`src/rtl/core/slope_climb_speed_sequencer_macros.svh`:
```
// Assertion macros shared by the slope climb speed sequencer RTL.
// Included by the modules that carry concurrent assertions; no other dependencies.
`ifndef SLOPE_CLIMB_SPEED_SEQUENCER_MACROS_SVH
`define SLOPE_CLIMB_SPEED_SEQUENCER_MACROS_SVH

// Checked property, ignored while the synchronous reset is asserted.
`define SCSS_ASSERT_RST(lbl, clk, rst_n, prop, msg) \
  lbl: assert property (@(posedge clk) disable iff (!rst_n) prop) else $error(msg);

// Checked property that also holds during reset.
`define SCSS_ASSERT(lbl, clk, prop, msg) \
  lbl: assert property (@(posedge clk) prop) else $error(msg);

`endif

```
`src/rtl/core/scss_pkg.sv`:
```
// Package for the slope climb speed sequencer: types, codes and constants.
// Used by every RTL file of the block; has no dependencies.
package scss_pkg;

  localparam int PITCH_W = 13;
  localparam int SPEED_W = 16;
  localparam int MAXSPD_W = 15;
  localparam int STEP_W = 12;
  localparam int PHASE_W = 2;
  localparam int HOLD_W = 7;
  localparam int CFG_IDX_W = 2;
  localparam int CFG_DATA_W = 15;
  // Angle compares run at this width so plane - 5 degrees cannot wrap.
  localparam int ANG_W = 15;

  localparam int HOLD_TICKS = 100;

  localparam logic signed [ANG_W-1:0] ONE_DEG = 15'sd16;
  localparam logic signed [ANG_W-1:0] FIVE_DEG = 15'sd80;
  localparam logic signed [SPEED_W:0] SPEED_SAT = 17'sd32767;

  // Codes of the phase field of a result.
  localparam logic [PHASE_W-1:0] OUT_PH_ACCEL = 2'd0;
  localparam logic [PHASE_W-1:0] OUT_PH_CLIMB = 2'd1;
  localparam logic [PHASE_W-1:0] OUT_PH_BRAKE = 2'd2;
  localparam logic [PHASE_W-1:0] OUT_PH_HOLD = 2'd3;

  typedef enum logic [2:0] {
    PH_PRIME,
    PH_ACCEL,
    PH_CLIMB,
    PH_BRAKE,
    PH_HOLD,
    PH_DONE
  } phase_t;

  typedef enum logic [CFG_IDX_W-1:0] {
    REG_FLAT_PITCH,
    REG_MAX_SPEED,
    REG_ACCEL_STEP,
    REG_DECEL_STEP
  } cfg_idx_t;

  typedef struct packed {
    logic signed [PITCH_W-1:0] flat_pitch;
    logic [MAXSPD_W-1:0]       max_speed;
    logic [STEP_W-1:0]         accel_step;
    logic [STEP_W-1:0]         decel_step;
  } cfg_t;

  typedef struct packed {
    logic signed [SPEED_W-1:0] speed_cmd;
    logic [PHASE_W-1:0]        phase;
  } result_t;

endpackage

```
`src/rtl/core/scss_ifs.sv`:
```
// Valid/ready stream interfaces for the pitch input and the speed command output.
// Depends on scss_pkg for field widths.
interface scss_in_if;
  logic                                 valid;
  logic                                 ready;
  logic signed [scss_pkg::PITCH_W-1:0]  pitch;

  modport source (output valid, output pitch, input ready);
  modport sink (input valid, input pitch, output ready);
endinterface

interface scss_out_if;
  logic                                 valid;
  logic                                 ready;
  logic signed [scss_pkg::SPEED_W-1:0]  speed_cmd;
  logic [scss_pkg::PHASE_W-1:0]         phase;

  modport source (output valid, output speed_cmd, output phase, input ready);
  modport sink (input valid, input speed_cmd, input phase, output ready);
endinterface

```
`src/rtl/core/scss_cfg_regs.sv`:
```
// Configuration register file of the slope climb speed sequencer.
// Depends on scss_pkg for the register index codes and the cfg_t bundle.
module scss_cfg_regs (
  input  logic                                clk,
  input  logic                                rst_n,
  input  logic                                cfg_we,
  input  logic [scss_pkg::CFG_IDX_W-1:0]      cfg_idx,
  input  logic [scss_pkg::CFG_DATA_W-1:0]     cfg_wdata,
  output scss_pkg::cfg_t                      cfg
);

  scss_pkg::cfg_t cfg_r, cfg_nxt;

  always_comb begin
    cfg_nxt = cfg_r;
    if (cfg_we) begin
      unique case (scss_pkg::cfg_idx_t'(cfg_idx))
        scss_pkg::REG_FLAT_PITCH:  cfg_nxt.flat_pitch = cfg_wdata[scss_pkg::PITCH_W-1:0];
        scss_pkg::REG_MAX_SPEED:   cfg_nxt.max_speed = cfg_wdata[scss_pkg::MAXSPD_W-1:0];
        scss_pkg::REG_ACCEL_STEP:  cfg_nxt.accel_step = cfg_wdata[scss_pkg::STEP_W-1:0];
        scss_pkg::REG_DECEL_STEP:  cfg_nxt.decel_step = cfg_wdata[scss_pkg::STEP_W-1:0];
        default: ;
      endcase
    end
  end

  always_ff @(posedge clk) begin
    if (!rst_n) begin
      cfg_r.flat_pitch <= 13'sd0;
      cfg_r.max_speed <= 15'd8192;
      cfg_r.accel_step <= 12'd64;
      cfg_r.decel_step <= 12'd64;
    end else begin
      cfg_r <= cfg_nxt;
    end
  end

  assign cfg = cfg_r;

endmodule

```
`src/rtl/core/scss_in_stage.sv`:
```
// Input register of the sequencer: holds one pitch sample until the step logic takes it.
// Depends on scss_pkg and the scss_in_if interface.
module scss_in_stage (
  input  logic                                clk,
  input  logic                                rst_n,
  scss_in_if.sink                             in_ch,
  input  logic                                take,
  output logic                                item_valid,
  output logic signed [scss_pkg::PITCH_W-1:0] item_pitch
);

  logic                                valid_r, valid_nxt;
  logic signed [scss_pkg::PITCH_W-1:0] pitch_r;
  logic                                load;

  // The register frees up in the same cycle that its item moves on.
  assign in_ch.ready = !valid_r || take;
  assign load = in_ch.valid && in_ch.ready;

  always_comb begin
    valid_nxt = valid_r;
    if (load) begin
      valid_nxt = 1'b1;
    end else if (take) begin
      valid_nxt = 1'b0;
    end
  end

  always_ff @(posedge clk) begin
    if (!rst_n) begin
      valid_r <= 1'b0;
    end else begin
      valid_r <= valid_nxt;
    end
  end

  always_ff @(posedge clk) begin
    if (load) begin
      pitch_r <= in_ch.pitch;
    end
  end

  assign item_valid = valid_r;
  assign item_pitch = pitch_r;

endmodule

```
`src/rtl/core/scss_step.sv`:
```
// Phase sequencer and speed update: processes one pitch item per transfer into the step logic.
// Depends on scss_pkg and the assertion macros header.
`include "slope_climb_speed_sequencer_macros.svh"

module scss_step (
  input  logic                                clk,
  input  logic                                rst_n,
  input  scss_pkg::cfg_t                      cfg,
  input  logic                                fire,
  input  logic signed [scss_pkg::PITCH_W-1:0] pitch,
  output logic                                emit,
  output scss_pkg::result_t                   res
);

  scss_pkg::phase_t                    phase_r, phase_nxt, act;
  logic signed [scss_pkg::SPEED_W-1:0] speed_r, speed_nxt;
  logic signed [scss_pkg::PITCH_W-1:0] last_pitch_r;
  logic [scss_pkg::HOLD_W-1:0]         hold_r, hold_nxt, hold_inc;

  logic signed [scss_pkg::ANG_W-1:0]   l_ext, p_ext;
  logic                                c_acc, c_climb, c_brake;
  logic signed [scss_pkg::SPEED_W-1:0] max_ext;
  logic signed [scss_pkg::SPEED_W:0]   acc_sum;
  logic                                at_max, spd_le0, hold_end, first_hold_end;

  assign l_ext = {{(scss_pkg::ANG_W - scss_pkg::PITCH_W){last_pitch_r[scss_pkg::PITCH_W-1]}},
                  last_pitch_r};
  assign p_ext = {{(scss_pkg::ANG_W - scss_pkg::PITCH_W){cfg.flat_pitch[scss_pkg::PITCH_W-1]}},
                  cfg.flat_pitch};

  assign c_acc = l_ext >= (p_ext - scss_pkg::ONE_DEG);
  assign c_climb = l_ext <= p_ext;
  assign c_brake = l_ext >= (p_ext - scss_pkg::FIVE_DEG);

  assign max_ext = {1'b0, cfg.max_speed};
  assign at_max = speed_r >= max_ext;
  assign acc_sum = {speed_r[scss_pkg::SPEED_W-1], speed_r}
                 + {{(scss_pkg::SPEED_W + 1 - scss_pkg::STEP_W){1'b0}}, cfg.accel_step};
  assign spd_le0 = speed_r <= 16'sd0;

  assign hold_inc = hold_r + 7'd1;
  assign hold_end = hold_inc >= scss_pkg::HOLD_W'(scss_pkg::HOLD_TICKS);
  assign first_hold_end = 7'd1 >= scss_pkg::HOLD_W'(scss_pkg::HOLD_TICKS);

  // A phase whose pitch test fails hands the same tick to the next phase.
  always_comb begin
    unique case (phase_r)
      scss_pkg::PH_ACCEL: begin
        if (c_acc) act = scss_pkg::PH_ACCEL;
        else if (c_climb) act = scss_pkg::PH_CLIMB;
        else if (c_brake) act = scss_pkg::PH_BRAKE;
        else act = scss_pkg::PH_DONE;
      end
      scss_pkg::PH_CLIMB: begin
        if (c_climb) act = scss_pkg::PH_CLIMB;
        else if (c_brake) act = scss_pkg::PH_BRAKE;
        else act = scss_pkg::PH_DONE;
      end
      scss_pkg::PH_BRAKE: begin
        act = c_brake ? scss_pkg::PH_BRAKE : scss_pkg::PH_DONE;
      end
      scss_pkg::PH_PRIME: act = scss_pkg::PH_PRIME;
      scss_pkg::PH_HOLD:  act = scss_pkg::PH_HOLD;
      default:            act = scss_pkg::PH_DONE;
    endcase
  end

  // Next phase.
  always_comb begin
    unique case (act)
      scss_pkg::PH_PRIME: phase_nxt = scss_pkg::PH_ACCEL;
      scss_pkg::PH_ACCEL: phase_nxt = scss_pkg::PH_ACCEL;
      scss_pkg::PH_CLIMB: phase_nxt = scss_pkg::PH_CLIMB;
      scss_pkg::PH_BRAKE: begin
        if (!spd_le0) phase_nxt = scss_pkg::PH_BRAKE;
        else if (first_hold_end) phase_nxt = scss_pkg::PH_DONE;
        else phase_nxt = scss_pkg::PH_HOLD;
      end
      scss_pkg::PH_HOLD:  phase_nxt = hold_end ? scss_pkg::PH_DONE : scss_pkg::PH_HOLD;
      default:            phase_nxt = scss_pkg::PH_DONE;
    endcase
  end

  // Speed, hold count and the result of this tick.
  always_comb begin
    speed_nxt = speed_r;
    hold_nxt = hold_r;
    emit = 1'b0;
    res.speed_cmd = speed_r;
    res.phase = scss_pkg::OUT_PH_ACCEL;
    unique case (act)
      scss_pkg::PH_ACCEL: begin
        if (at_max) begin
          speed_nxt = max_ext;
        end else if (acc_sum > scss_pkg::SPEED_SAT) begin
          speed_nxt = scss_pkg::SPEED_SAT[scss_pkg::SPEED_W-1:0];
        end else begin
          speed_nxt = acc_sum[scss_pkg::SPEED_W-1:0];
        end
        emit = 1'b1;
        res.speed_cmd = speed_nxt;
        res.phase = scss_pkg::OUT_PH_ACCEL;
      end
      scss_pkg::PH_CLIMB: begin
        speed_nxt = max_ext;
        emit = 1'b1;
        res.speed_cmd = speed_nxt;
        res.phase = scss_pkg::OUT_PH_CLIMB;
      end
      scss_pkg::PH_BRAKE: begin
        emit = 1'b1;
        if (spd_le0) begin
          speed_nxt = '0;
          hold_nxt = 7'd1;
          res.phase = scss_pkg::OUT_PH_HOLD;
        end else begin
          speed_nxt = speed_r - {{(scss_pkg::SPEED_W - scss_pkg::STEP_W){1'b0}},
                                 cfg.decel_step};
          res.phase = scss_pkg::OUT_PH_BRAKE;
        end
        res.speed_cmd = speed_nxt;
      end
      scss_pkg::PH_HOLD: begin
        speed_nxt = '0;
        hold_nxt = hold_inc;
        emit = 1'b1;
        res.speed_cmd = '0;
        res.phase = scss_pkg::OUT_PH_HOLD;
      end
      default: ;
    endcase
    if (!fire) begin
      emit = 1'b0;
    end
  end

  always_ff @(posedge clk) begin
    if (!rst_n) begin
      phase_r <= scss_pkg::PH_PRIME;
      speed_r <= '0;
      last_pitch_r <= '0;
      hold_r <= '0;
    end else if (fire) begin
      phase_r <= phase_nxt;
      speed_r <= speed_nxt;
      hold_r <= hold_nxt;
      // The pitch is ignored once the hold has begun.
      if (phase_r != scss_pkg::PH_HOLD && phase_r != scss_pkg::PH_DONE) begin
        last_pitch_r <= pitch;
      end
    end
  end

  `SCSS_ASSERT_RST(a_done_sticks, clk, rst_n,
    (phase_r == scss_pkg::PH_DONE) |=> (phase_r == scss_pkg::PH_DONE),
    "sequencer left the done phase without a reset")
  `SCSS_ASSERT_RST(a_hold_idle_early, clk, rst_n,
    (phase_r == scss_pkg::PH_PRIME || phase_r == scss_pkg::PH_ACCEL ||
     phase_r == scss_pkg::PH_CLIMB || phase_r == scss_pkg::PH_BRAKE) |-> (hold_r == '0),
    "hold count is nonzero before the stopped hold")
  `SCSS_ASSERT_RST(a_hold_counts, clk, rst_n,
    (fire && phase_r == scss_pkg::PH_HOLD) |=>
      (hold_r == scss_pkg::HOLD_W'($past(hold_r) + 7'd1)),
    "hold count did not advance on a hold tick")
  `SCSS_ASSERT_RST(a_speed_floor, clk, rst_n,
    speed_r >= -16'sd4095,
    "speed undershot below the largest brake step")
  `SCSS_ASSERT(a_emit_needs_item, clk,
    emit |-> fire,
    "result produced without an item")

endmodule

```
`src/rtl/core/scss_out_stage.sv`:
```
// Output register of the sequencer: holds one speed command until the receiver takes it.
// Depends on scss_pkg and the scss_out_if interface.
module scss_out_stage (
  input  logic              clk,
  input  logic              rst_n,
  input  logic              load,
  input  scss_pkg::result_t res,
  output logic              can_take,
  scss_out_if.source        out_ch
);

  logic              valid_r, valid_nxt;
  scss_pkg::result_t res_r;

  // Room for a new result when empty or when the held one leaves this cycle.
  assign can_take = !valid_r || out_ch.ready;

  always_comb begin
    valid_nxt = valid_r;
    if (load) begin
      valid_nxt = 1'b1;
    end else if (out_ch.ready) begin
      valid_nxt = 1'b0;
    end
  end

  always_ff @(posedge clk) begin
    if (!rst_n) begin
      valid_r <= 1'b0;
    end else begin
      valid_r <= valid_nxt;
    end
  end

  always_ff @(posedge clk) begin
    if (load) begin
      res_r <= res;
    end
  end

  assign out_ch.valid = valid_r;
  assign out_ch.speed_cmd = res_r.speed_cmd;
  assign out_ch.phase = res_r.phase;

endmodule

```
`src/rtl/core/slope_climb_speed_sequencer.sv`:
```
// Slope climb speed sequencer: pitch in, forward speed command out, once per control tick.
// Depends on scss_pkg, scss_ifs, scss_cfg_regs, scss_in_stage, scss_step, scss_out_stage.
//
// Usage:
//   in_ch carries one pitch sample (1/16 degree) per tick; out_ch carries a speed command
//   (1/4096 m/s) and its phase code. cfg_we/cfg_idx/cfg_wdata write the flat-ground pitch,
//   maximum speed and the two step sizes; write them only while the block is idle.
//   After reset the first transfer only primes the previous pitch and gives no result.
//   Then each transfer gives one result in accelerate, climb, brake and stopped hold,
//   and none once the sequence is done; only a reset starts it again.
//   A sample is registered in the input register at its transfer and processed once the output
//   register has room; processing loads its result into the output register, which offers it
//   on out_ch.
//   Throughput: one transfer per cycle while the receiver does not stall, as each item reads
//   and writes the phase and speed registers in the cycle that processes it.
//   When the receiver stalls, the output register holds its result and the input register
//   takes one more sample; in_ch.ready drops only while both are full.
//   Reset (synchronous, rst_n low) empties both registers and restores register defaults.
module slope_climb_speed_sequencer (
  input  logic                                 clk,
  input  logic                                 rst_n,
  scss_in_if.sink                              in_ch,
  scss_out_if.source                           out_ch,
  input  logic                                 cfg_we,
  input  logic [scss_pkg::CFG_IDX_W-1:0]       cfg_idx,
  input  logic [scss_pkg::CFG_DATA_W-1:0]      cfg_wdata
);

  scss_pkg::cfg_t                      cfg;
  scss_pkg::result_t                   res;
  logic                                item_valid;
  logic signed [scss_pkg::PITCH_W-1:0] item_pitch;
  logic                                can_take;
  logic                                fire;
  logic                                emit;

  // An item is processed when the output register has room for whatever it produces.
  assign fire = item_valid && can_take;

  scss_cfg_regs u_cfg (
    .clk       (clk),
    .rst_n     (rst_n),
    .cfg_we    (cfg_we),
    .cfg_idx   (cfg_idx),
    .cfg_wdata (cfg_wdata),
    .cfg       (cfg)
  );

  scss_in_stage u_in (
    .clk        (clk),
    .rst_n      (rst_n),
    .in_ch      (in_ch),
    .take       (fire),
    .item_valid (item_valid),
    .item_pitch (item_pitch)
  );

  scss_step u_step (
    .clk   (clk),
    .rst_n (rst_n),
    .cfg   (cfg),
    .fire  (fire),
    .pitch (item_pitch),
    .emit  (emit),
    .res   (res)
  );

  scss_out_stage u_out (
    .clk      (clk),
    .rst_n    (rst_n),
    .load     (emit),
    .res      (res),
    .can_take (can_take),
    .out_ch   (out_ch)
  );

endmodule

```
`src/flat_wrapper.sv`:
```
// flat-port wrapper written by rule: the top's interface ports become plain ports
module slope_climb_speed_sequencer_flat 
  (clk, rst_n, cfg_we, cfg_idx, cfg_wdata, in_ch_valid, in_ch_pitch, in_ch_ready, out_ch_valid, out_ch_speed_cmd, out_ch_phase, out_ch_ready);
  scss_in_if in_ch_i ();
  scss_out_if out_ch_i ();
  input  logic clk;
  input  logic rst_n;
  input  logic cfg_we;
  input  logic [scss_pkg::CFG_IDX_W-1:0] cfg_idx;
  input  logic [scss_pkg::CFG_DATA_W-1:0] cfg_wdata;
  input wire logic [$bits(in_ch_i.valid)-1:0] in_ch_valid;
  input wire logic [$bits(in_ch_i.pitch)-1:0] in_ch_pitch;
  output wire logic [$bits(in_ch_i.ready)-1:0] in_ch_ready;
  output wire logic [$bits(out_ch_i.valid)-1:0] out_ch_valid;
  output wire logic [$bits(out_ch_i.speed_cmd)-1:0] out_ch_speed_cmd;
  output wire logic [$bits(out_ch_i.phase)-1:0] out_ch_phase;
  input wire logic [$bits(out_ch_i.ready)-1:0] out_ch_ready;
  assign in_ch_i.valid = in_ch_valid;
  assign in_ch_i.pitch = in_ch_pitch;
  assign in_ch_ready = in_ch_i.ready;
  assign out_ch_valid = out_ch_i.valid;
  assign out_ch_speed_cmd = out_ch_i.speed_cmd;
  assign out_ch_phase = out_ch_i.phase;
  assign out_ch_i.ready = out_ch_ready;
  slope_climb_speed_sequencer u_core (.clk(clk), .rst_n(rst_n), .in_ch(in_ch_i), .out_ch(out_ch_i), .cfg_we(cfg_we), .cfg_idx(cfg_idx), .cfg_wdata(cfg_wdata));
endmodule
```
`config.mk`:
```
export PLATFORM = sky130hd
export DESIGN_NAME = slope_climb_speed_sequencer_flat
export DESIGN_NICKNAME = d
export VERILOG_FILES = /design/src/rtl/core/scss_pkg.sv /design/src/rtl/core/scss_ifs.sv /design/src/rtl/core/scss_cfg_regs.sv /design/src/rtl/core/scss_in_stage.sv /design/src/rtl/core/scss_step.sv /design/src/rtl/core/scss_out_stage.sv /design/src/rtl/core/slope_climb_speed_sequencer.sv /design/src/flat_wrapper.sv
export VERILOG_INCLUDE_DIRS = /design/src /design/src/rtl/core
export SDC_FILE = /design/constraint.sdc
export NUM_CORES = 1
export LEC_CHECK = 0
export ABC_AREA = 1
export BUFFER_PORTS_ARGS = -buffer_cell sky130_fd_sc_hd__buf_2
export CORE_UTILIZATION = 67
export CTS_CLUSTER_DIAMETER = 30
export DETAILED_ROUTE_END_ITERATION = 10
export PLACE_DENSITY = 0.86
export SLEW_MARGIN = 15
export SYNTH_ARGS = -nofsm -noshare
export SYNTH_HDL_FRONTEND = slang
export SYNTH_SLANG_ARGS = --single-unit
```
`constraint.sdc`:
```
create_clock -name clk -period 6.1 [get_ports clk]
set_clock_uncertainty 0.05 [all_clocks]
set_input_delay 0.61 -clock clk [delete_from_list [all_inputs] [get_ports clk]]
set_output_delay 0.61 -clock clk [all_outputs]
set_load 0.01 [all_outputs]
```
After elaboration in Yosys (flattened, before gate mapping):

Index checks and enable logic that the tools add are counted.

* reduce and logical (&&, ||, !) cells: 23
* add/sub/neg operators: 5
* equal/unequal tests: 14
* order comparisons: 7
* mux-type cells: 21

Operators with widths (count)
* 18-bit one-hot mux with 4 select lines: 1
* 16-bit one-hot mux with 4 select lines: 1
* 16-bit 2-to-1 mux: 3
* 13-bit by 14-bit >= comparator with 1-bit output: 2
* 16-bit by 13-bit adder with 17-bit output: 1
* 17-bit by 16-bit > comparator with 1-bit output, second input constant: 1
* 16-bit >= comparator: 1
* 16-bit by 1-bit less-or-equal comparator with 1-bit output, second input constant: 1
* 16-bit by 12-bit subtractor with 16-bit output: 1
* 3-bit one-hot mux with 5 select lines: 1
* 7-bit one-hot mux with 2 select lines: 1
* 13-bit by 6-bit subtractor with 14-bit output, second input constant: 1
* 13-bit by 8-bit subtractor with 14-bit output, second input constant: 1
* 13-bit less-or-equal comparator: 1
* 3-bit by 2-bit equality test with 1-bit output, second input constant: 4
* 3-bit 2-to-1 mux: 4
* 3-bit one-hot mux with 4 select lines: 1
* 2-bit AND reduction: 6
* 1-bit 2-to-1 mux: 8
* 7-bit by 1-bit adder with 7-bit output, second input constant: 1
* 7-bit >= comparator, second input constant: 1
* 7-bit 2-to-1 mux: 1
* 3-bit by 1-bit equality test with 1-bit output, second input constant: 2
* 3-bit equality test, second input constant: 2
* other kinds (14): 23

* flip-flop bits (word level): 124
* input port bits: 35
* output and inout port bits: 20
* word-level logic and storage cells: 83

Longest topological paths before layout:

Gate-level depths: netlist of run 1.

* word-level depth: 11
* depth in mapped cells: 26
* gate-level depth less buffers: 25

Hierarchy:

A second synthesis of run 1 with hierarchy kept.

* cells, all modules: 1296
* area total of the unflattened synthesis: 8777.2 um^2

By module, submodules not included
* scss_step: times used 1, sequential area each 780.7 um^2, area an instance 5577.8 um^2, cells each 920
* scss_cfg_regs: times used 1, sequential area each 1041.0 um^2, area an instance 2163.3 um^2, cells each 330
* scss_out_stage: times used 1, sequential area each 560.5 um^2, area an instance 586.8 um^2, cells each 24
* scss_in_stage: times used 1, sequential area each 410.4 um^2, area an instance 441.7 um^2, cells each 20
* slope_climb_speed_sequencer: times used 1, sequential area each 0.0 um^2, area an instance 7.5 um^2, cells each 2

Worst setup path before layout of run 1:

No wires, ideal clock.

* kind: reg2reg
* from: register u_core.u_cfg.cfg_r (netlist bit u_core.u_cfg.cfg[46])
* to: register u_core.u_out.res_r (netlist bit u_core.u_out.out_ch.phase[0]) (enable)
* slack: 2.756 ns
* buffers on the path: 1
* library setup time: 0.373 ns
* period minus slack after synthesis: 3.344 ns
* stages on the path, launching flop included: 23
* data arrival time: 2.921 ns
* required time: 5.677 ns
* path through: dfxtp_1 -> nor2_1 -> nand3_1 -> nor3_1 -> a21oi_1 -> ha_1 -> nand2_2 -> nor2_4 -> inv_2 -> nor2_4 -> nand2_2 -> nand2_1 -> nand2_1 -> nand3_1 -> nor2_1 -> nand2_1 -> nand2_1 -> nor2_4 -> nand2_4 -> nand3_4 -> nand2_4 -> buf_6 -> inv_1

* word-level cells in the longest chain between the ends: 10
* elaborated cells between the ends (all ways): 16
* those cells by class: add/sub (2); order compare (3); eq/ne (4); mux (6); reduce/logical (1)

Ends and longest elaborated chain
* from (decl): line scss_cfg_regs.sv:12 `scss_pkg::cfg_t cfg_r, cfg_nxt;`
* from (signal assigned): line scss_cfg_regs.sv:34 `cfg_r <= cfg_nxt;`
* 13-bit by 8-bit subtractor with 14-bit output: line scss_step.sv:33 `assign c_brake = l_ext >= (p_ext - scss_pkg::FIVE_DEG);`
* 13-bit by 14-bit >= comparator with 1-bit output: line scss_step.sv:33
* 3-bit 2-to-1 mux: line scss_step.sv:51, scss_step.sv:56, scss_step.sv:60
* 3-bit 2-to-1 mux: line scss_step.sv:50 `else if (c_climb) act = scss_pkg::PH_CLIMB;`
* 3-bit 2-to-1 mux: line scss_step.sv:49 `if (c_acc) act = scss_pkg::PH_ACCEL;`
* 3-bit one-hot mux with 5 select lines *: line scss_step.sv:47 `unique case (phase_r)`
* 3-bit by 2-bit equality test with 1-bit output (tied with other cells): line scss_step.sv:91 `unique case (act)`
* 4-bit OR reduction (no line) *
* 1-bit 2-to-1 mux *: line scss_step.sv:91
* 1-bit 2-to-1 mux *: line scss_step.sv:132 `if (!fire) begin`
* via u_core.emit: line slope_climb_speed_sequencer.sv:35 `logic emit;`
* to (signal assigned): line scss_out_stage.sv:37 `res_r <= res;`
* to (decl): line scss_out_stage.sv:13 `scss_pkg::result_t res_r;`

Mark *: on every way through the listed nets, which the timed path passes. The rest lies on a longest branch.
A chain may end at the register's enable or synchronous reset.

Worst setup path after layout of run 1:

* from: register u_core.u_cfg.cfg_r (netlist bit u_core.u_cfg.cfg[43])
* to: register u_core.u_step.speed_r[15] in the netlist's numbering

* word-level cells in the longest chain between the ends: 9
* elaborated cells between the ends (all ways): 16
* those cells by class: add/sub (2); order compare (3); eq/ne (4); mux (5); reduce/logical (2)

Ends and longest elaborated chain
* 13-bit by 8-bit subtractor with 14-bit output: line scss_step.sv:33
* 13-bit by 14-bit >= comparator with 1-bit output: line scss_step.sv:33
* 3-bit 2-to-1 mux: line scss_step.sv:51, scss_step.sv:56, scss_step.sv:60
* 3-bit 2-to-1 mux: line scss_step.sv:50
* 3-bit 2-to-1 mux: line scss_step.sv:49
* 3-bit one-hot mux with 5 select lines *: line scss_step.sv:47
* 3-bit by 2-bit equality test with 1-bit output (tied with other cells): line scss_step.sv:91
* 4-bit nonzero test (no line)
* 2-bit AND reduction (no line)
* to (signal assigned): line scss_step.sv:145 `speed_r <= speed_nxt;`
* to (decl): line scss_step.sv:16 `logic signed [scss_pkg::SPEED_W-1:0] speed_r, speed_nxt;`

Mark *: on every way between the ends. The rest lies on a longest branch, timed or not.

==> results.md, run 1 <==
- Status: finished, final reports clean
- WL per Instance: 16.2 µm
- Adder-cell share of the synthesized area: 0.112
- WL final: approximately 23000 µm
- Num CTS Buffers: 17
- Main combinational cell family by area after synthesis: simple AND/OR/NAND/NOR gates
- Post-Syn Instances: 1218
- Clock Tree Buf Depth: 2
- Initial Utilization: 0.700
- Hold crit path type: in2reg
- Final setup viols: 0
- Post-synthesis compound-gate area fraction: 0.143
- Part of the cycle the worst path needs: 0.682
- Area of the mapped netlist: 0.00855 mm²
- Post-Synth XOR/XNOR Area: 0.0348
- Vias in the first global route: 7483
- Critical path class: reg2reg
- First-pass GRT wire length: about 37000 µm
- Hold Violations, Final: 0
- Critical path required time: 6420 ps
- Initial DRC Count: approximately 860
- Worst vdd ir: roughly 0.37 mV
- Crit start category: flip-flop
- Grt met3 use: 0.0912
- Routed vias/inst: 5.83
- Syn_area_per_cell: about 7.0 µm²
- Pleak: around 4.6 nW
- RSZ-0062 raised after global routing: no
- Die area: 0.0132 mm²
- Core region area: 0.0122 mm²
- Number of I/O pins: 55
- Skew-Pair Late Insertion Delay: ~440 ps
- Share of cells above drive strength 1: 0.0999
- Synth Area in Simple Gates: 0.292
- Routability Congestion: 0.937
- Cell accounting for the most synthesized area: dfxtp_1
- N_diodes: 0
- Final Util: 0.770
- Number of flops mapped to enable cells by yosys: 31
- Worst Setup End Kind: flip-flop
- Slew @ Worst Pin: 933 ps
- Top cells by area, synth: dfxtp_1, edfxtp_1, nand2_1, ha_1, a21oi_1
- Total GRT Usage: 0.369
- Crit path from: u_core.u_cfg.cfg[43]$_SDFFE_PN0P_
- Initial antenna violation count: 0
- Post_cts resized: 0
- Largest net degree at the start of global routing: 73
- Met1 Usage GRT: 0.503
- Count of hold-fix buffers inserted at cts: 0
- Fin crit period: about 4200 ps
- CTS tree: done
- GR Util met2: 0.558
- Sequential area share after synthesis: 0.327
- Clock-pin slew on the worst setup and hold paths: about 60 ps
- Fin worst setup slack: 1940 ps
- Post-CTS Setup Repair Bufs: 0
- DR pass1 iterations: 5
- Hold slack: about 300 ps
- DRC: 0
- Dpl cells: around 1400
- Area share of the largest cell type after synthesis: 0.218
- Port buffer count: between 50 and 60
- Syn Nets: about 1300
- Layout Nets: between 1000 and 1500
- Detailed-route via count: approximately 8300
- Most common cell after layout, fill and taps aside: nand2_1
- Finished Layout Cells: between 1000 and 1500
- Most frequent cells in the layout: nand2_1, inv_1, nor2_1
- Row Count: 40
- Die Wd: ~110 µm
- Ys async rst share: 0
- Synth-to-Final Area Change: 10.1%
- Die span in y: approximately 110 µm
- Total grt overflow: 0
- Flops & latches, synth: 124
- FF-to-FF Start: u_core.u_cfg.cfg[43]$_SDFFE_PN0P_
- Most common flop cell mapped by yosys: dfxtp_1
- H-tree Lvls: 4
- Hold_sp: in_ch_pitch[9]
- GRT Max-Usage Layer: met2
- Max-slew violation count: 0
- Antenna viol nets, final: 0
- Yosys cell types: 44
- Fmax: 240 MHz
- Max_slew headroom: 0.376
- Clock sink count: ~120
- CP arrival: 4480 ps
- Fin Setup TNS: 0 ps
- MaxCap Viol Count: 0
- Yosys warnings: 0
- Root buf cell: clkbuf_16
- Worst-path fanout max: 29
- Post-synthesis mux area share: 0
- Dpl hpwl: 17100 µm
- Cell Pwr Density: between 200 and 300 mW/mm²
- Place WS: 2010 ps
## logic make-up after synthesis
logic type	Yosys count
adders and majority gates	75
buffers and inverters	195
AOI/OAI and AO/OA	228
DFF	124
xor gates and xnor gates	34
and+or+nand+nor	562
## area by class of cell
type	count	area, µm²
repair buffers	57	293
flip-flops and latches	124	2790
fillers	938	2800
clock inverters	15	164
inverters	149	559
well taps	168	210
multi-input cells	899	4960
clock buffers	17	425
## final timing paths
| path | endpoint | slack [ps] | cells after the start |
|---|---|---|---|
| worst min-delay path | u_core.u_in.item_pitch[9]$_DFFE_PP_ | 300 | 1 |
| worst min register to register | u_core.u_cfg.cfg[9]$_SDFFE_PN0P_ | 410 | 2 |
| worst max register to register | u_core.u_step.speed_r[15]$_SDFFE_PN0P_ | 1940 | 24 |
| worst max-delay path | u_core.u_step.speed_r[15]$_SDFFE_PN0P_ | 1940 | 24 |
## synth_stat cells (all sizes together), types with 20 or more instances
cell	instances
a21oi	129
buf	20
clkbuf	26
dfxtp	93
edfxtp	31
ha	73
inv	147
nand2	255
nand3	125
nand4	23
nor2	132
o21ai	82
xor2	25
## state kept, by name, indices dropped and copies added, names as in the netlist, 2 cells and up
register / count
u_core.u_out.out_ch.speed_cmd: 16
u_core.u_cfg.cfg: 52
u_core.u_in.item_pitch: 13
u_core.u_step.last_pitch_r: 13
u_core.u_step.phase_r: 3
u_core.u_step.hold_r: 7
u_core.u_out.out_ch.phase: 2
u_core.u_step.speed_r: 16
## critical path, stage by stage (launching register included)
cell,delay (ps)
dfxtp_1,330
inv_1,140
ha_1,210
nand3_1,130
nor2_1,180
nand3_1,120
xor2_1,160
ha_1,290
nand2_2,90
inv_1,40
nand2_1,60
nand2_1,70
a21oi_2,180
nand2_1,80
nand2_1,70
nand4_1,80
nand2_1,140
nand2_1,70
nand2_1,680
nand2_1,240
nor2_1,280
nand3_1,170
nand2_1,90
nor2_1,40
nor2_1,110
## routing by layer
metal	vias up	wire, µm
met5	-	0
met4	0	821
met3	78	2590
met2	433	9890
met1	3715	9880
li1	4102	-
## where the power goes
group          internal (mW)  switching [mW]  total [mW]
logic                  0.237           0.473       0.709
clock network          0.584           0.438        1.02
registers              0.897          0.0469       0.944
## stage by stage
stage / power, mW / cell area, µm²
final: 2.67 / 9410
after global routing: 2.80 / 9410
after CTS: 2.66 / 9410
after detailed placement: 1.64 / 8820
after global placement: 1.63 / 8820
after floorplan: 1.49 / 8550
Power figures use the tool's default switching activity.
==> run 2: changes to the inputs <==
- ABC_AREA: 1 -> 0
- CORE_UTILIZATION: 67 -> 62
- PLACE_DENSITY: 0.86 -> 0.8
- clock period: 6.1 -> 4.1 ns (I/O delays scaled with it)
==> run 2 against run 1 <==
Sequential power up 45%. Maximum frequency is 8.8% higher. Routed wire length decreased by 3.0%. Largest cell class unchanged. Critical path depth decreased by 11. Non-clock buffer count increased by 9.
==> results.md, run 2 <==
- Die span in y: 117 µm (was 115 µm)
- Cell Pwr Density: 384 mW/mm² (was 284 mW/mm²)
- Buffers & Inverters on Critical Path: 0 (was 2)
- Skew-Pair Late Insertion Delay: 420 ps (was 440 ps)
- Row Count: 41 (was 40)
- Hold Violations, Final: 0 (unchanged)
- Routed vias/inst: 6.31 (was 5.83)
- Status: finished, final reports clean (unchanged)
- First-pass GRT wire length: 34800 µm (was 37000 µm)
- Area share of the largest cell type after synthesis: 0.228 (was 0.218)
- Placed Area: 0.00858 mm² (was 0.00882 mm²)
- Number of I/O pins: 55 (unchanged)
- Cell accounting for the most synthesized area: dfxtp_1 (unchanged)
- Dpl hpwl: 16500 µm (was 17100 µm)
- H-tree Lvls: 4 (unchanged)
- Syn Nets: 1094 (was 1328)
- Initial DRC Count: 786 (was 858)
- Filler Cells Inserted: 1052 (was 938)
- Worst-path fanout max: 8 (was 29)
- Most frequent cells in the layout: nand2_1, a21oi_1, dfxtp_1 (was nand2_1, inv_1, nor2_1)
- CP arrival: 3920 ps (was 4480 ps)
- Slew @ Worst Pin: 1090 ps (was 933 ps)
- Total grt overflow: 0 (unchanged)
- Layout Nets: 1139 (was 1358)
- Initial antenna violation count: 0 (unchanged)
- Most common flop cell mapped by yosys: dfxtp_1 (unchanged)
- Die Wd: 117 µm (was 115 µm)
- Clock sink count: 124 (unchanged)
- Num CTS Buffers: 17 (unchanged)
- Clock Tree Buf Depth: 2 (unchanged)
- Yosys warnings: 0 (unchanged)
- Port buffer count: 54 (unchanged)
- Antenna viol nets, final: 0 (unchanged)
- Fin Setup TNS: 0 ps (unchanged)
- Ys async rst share: 0 (unchanged)
- Core region area: 0.0127 mm² (was 0.0122 mm²)
- CTS tree: done (unchanged)
- Routability Congestion: 0.985 (was 0.937)
- Critical path required time: 4200 ps (was 6420 ps)
- Worst path cell trace: nor3_2 -> nand2_1 -> nor3_1 -> xnor2_1 -> ha_1 -> nand4_1 -> nor2_1 -> o311a_2 -> o2111ai_4 -> and3_1 -> a311o_4 -> and3_1 -> or4b_1 (was inv_1 -> ha_1 -> nand3_1 -> nor2_1 -> nand3_1 -> xor2_1 -> ha_1 -> nand2_2 -> inv_1 -> nand2_1 -> nand2_1 -> a21oi_2 -> nand2_1 -> nand2_1 -> nand4_1 -> nand2_1 -> nand2_1 -> nand2_1 -> nand2_1 -> nor2_1 -> nand3_1 -> nand2_1 -> nor2_1 -> nor2_1)
- Fin crit period: 3820 ps (was 4160 ps)
- Count leader, synth: nand2_1 (unchanged)
- Root buf cell: clkbuf_16 (unchanged)
- Critical Path Max Stage Delay: 470 ps (was 680 ps)
- Flops & latches, synth: 124 (unchanged)
- Critical path class: reg2reg (unchanged)
- Share of cells above drive strength 1: 0.131 (was 0.0999)
- CP max stage cell: or4b_1 (was nand2_1)
- Most instantiated cells after synthesis: nand2_1, a21oi_1, dfxtp_1, inv_1, ha_1 (was nand2_1, inv_1, nor2_1, a21oi_1, nand3_1)
- Total GRT Usage: 0.338 (was 0.369)
- Yosys cell types: 85 (was 44)
- Cell mode on critical path: and3_1 (was nand2_1)
- Most common cell after layout, fill and taps aside: nand2_1 (unchanged)
- Worst vdd ir: 0.295 mV (was 0.369 mV)
- Max_slew headroom: 0.277 (was 0.376)
- Max-slew violation count: 0 (unchanged)
- Crit start category: flip-flop (unchanged)
- Final setup viols: 0 (unchanged)
- Top Family by Delay on Critical Path: simple AND/OR/NAND/NOR gates (unchanged)
- WL final: 22500 µm (was 23200 µm)
- Top cells by area, synth: dfxtp_1, edfxtp_1, ha_1, nand2_1, a21oi_1 (was dfxtp_1, edfxtp_1, nand2_1, ha_1, a21oi_1)
- RSZ-0062 raised after global routing: no (unchanged)
- Detailed-route via count: 7657 (was 8328)
- DRC: 0 (unchanged)
- MaxCap Viol Count: 0 (unchanged)
- Post-Layout Inst Area: 0.00917 mm² (was 0.00941 mm²)
- Part of the cycle the worst path needs: 0.932 (was 0.682)
- Area of the mapped netlist: 0.00818 mm² (was 0.00855 mm²)
- Vias in the first global route: 6795 (was 7483)
- Count of hold-fix buffers inserted at cts: 0 (unchanged)
- WL per Instance: 18.5 µm (was 16.2 µm)
- Post-Syn Instances: 984 (was 1218)
- Worst Setup End Kind: flip-flop (unchanged)
- Initial Utilization: 0.643 (was 0.700)
- Largest net degree at the start of global routing: 65 (was 73)
- DR pass1 iterations: 6 (was 5)
- Number of flip-flops under the largest register name: 52 (unchanged)
- Sequential area share after synthesis: 0.341 (was 0.327)
- Fmax: 262 MHz (was 240 MHz)
- Syn_area_per_cell: 8.31 µm² (was 7.02 µm²)
- Hold crit path type: in2reg (unchanged)
- Die area: 0.0137 mm² (was 0.0132 mm²)
- Number of flops mapped to enable cells by yosys: 31 (unchanged)
- Pleak: 3.68 nW (was 4.59 nW)
- Clock-pin slew on the worst setup and hold paths: 60 ps (about the same)
- N_diodes: 0 (unchanged)
- Synth-to-Final Area Change: 12.2% (was 10.1%)
## run 2: layout make-up
type	instances	area (µm²)	area share
Multi-Input combinational cell	745	4940	0.538
Clock inverter	8	50.0	0.00546
Inverter	75	282	0.0307
Timing Repair Buffer	66	373	0.0406
Tap cell	172	215	0.0235
Sequential cell	124	2790	0.304
Clock buffer	24	524	0.0572
## run 2: final timing paths
check | startpoint | end | slack [ps] | depth (start not counted)
setup / recovery | u_core.u_cfg.cfg[43]$_SDFFE_PN0P_ | u_core.u_out.out_ch.speed_cmd[13]$_DFFE_PP_ | 280 | 13
hold / removal | in_ch_pitch[8] | u_core.u_in.item_pitch[8]$_DFFE_PP_ | 110 | 1
setup reg to reg | u_core.u_cfg.cfg[43]$_SDFFE_PN0P_ | u_core.u_out.out_ch.speed_cmd[13]$_DFFE_PP_ | 280 | 13
hold reg to reg | u_core.u_cfg.cfg[4]$_SDFFE_PN0P_ | u_core.u_cfg.cfg[4]$_SDFFE_PN0P_ | 400 | 2
## run 2: power by group
part           switching, mW  total (mW)  internal (mW)
clock network          0.551        1.44          0.892
logic                  0.450       0.713          0.263
registers             0.0577        1.37           1.31
total                   1.06        3.52           2.47
## run 2: what timing repair did
action / 4_1_cts / 5_1_grt
gates resized for setup: 0 / 2
buffers inserted: 0 / 2
setup endpoints to repair: 0 / 14
## run 2: layer usage
layer  GRT usage  routed length, µm
met5           0                  0
met3      0.0608               2030
met1       0.483              10200
met4       0.132                568
met2       0.507               9660
## run 2: cell families (layout without fill, tap and decap cells)
group | count (synthesis) | count (layout) | share of synthesized area
flip-flops | 124 | 124 | 0.341
XOR/XNOR | 28 | 28 | 0.0300
multiplexers | 3 | 3 | 0.00382
adder cells (fa/ha/maj) | 75 | 75 | 0.117
AND/OR/NAND/NOR | 340 | 340 | 0.191
buffers and inverters | 115 | 173 | 0.0555
AO/OA/AOI/OAI | 299 | 299 | 0.261
## run 2: stage by stage
stage               total power [mW]  utilization  instances  worst slack (ps)  hold slack (ps)
CTS                             3.50        0.719       1212               178              106
global route                    3.64        0.721       1214              42.0              104
global placement                2.06        0.674       1180               303              393
detailed placement              2.07        0.674       1180               193              399
floorplan                       1.88            -        984               499              386
finish                          3.52        0.721       1214               278              113
## run 2: worst register-to-register path: cells and delay by family (launching register included)
family / cells / cell delay (ps)
simple gates: 8 / 1900
xor+xnor: 1 / 110
compound gates: 3 / 840
flops: 1 / 350
fa+ha+maj: 1 / 320
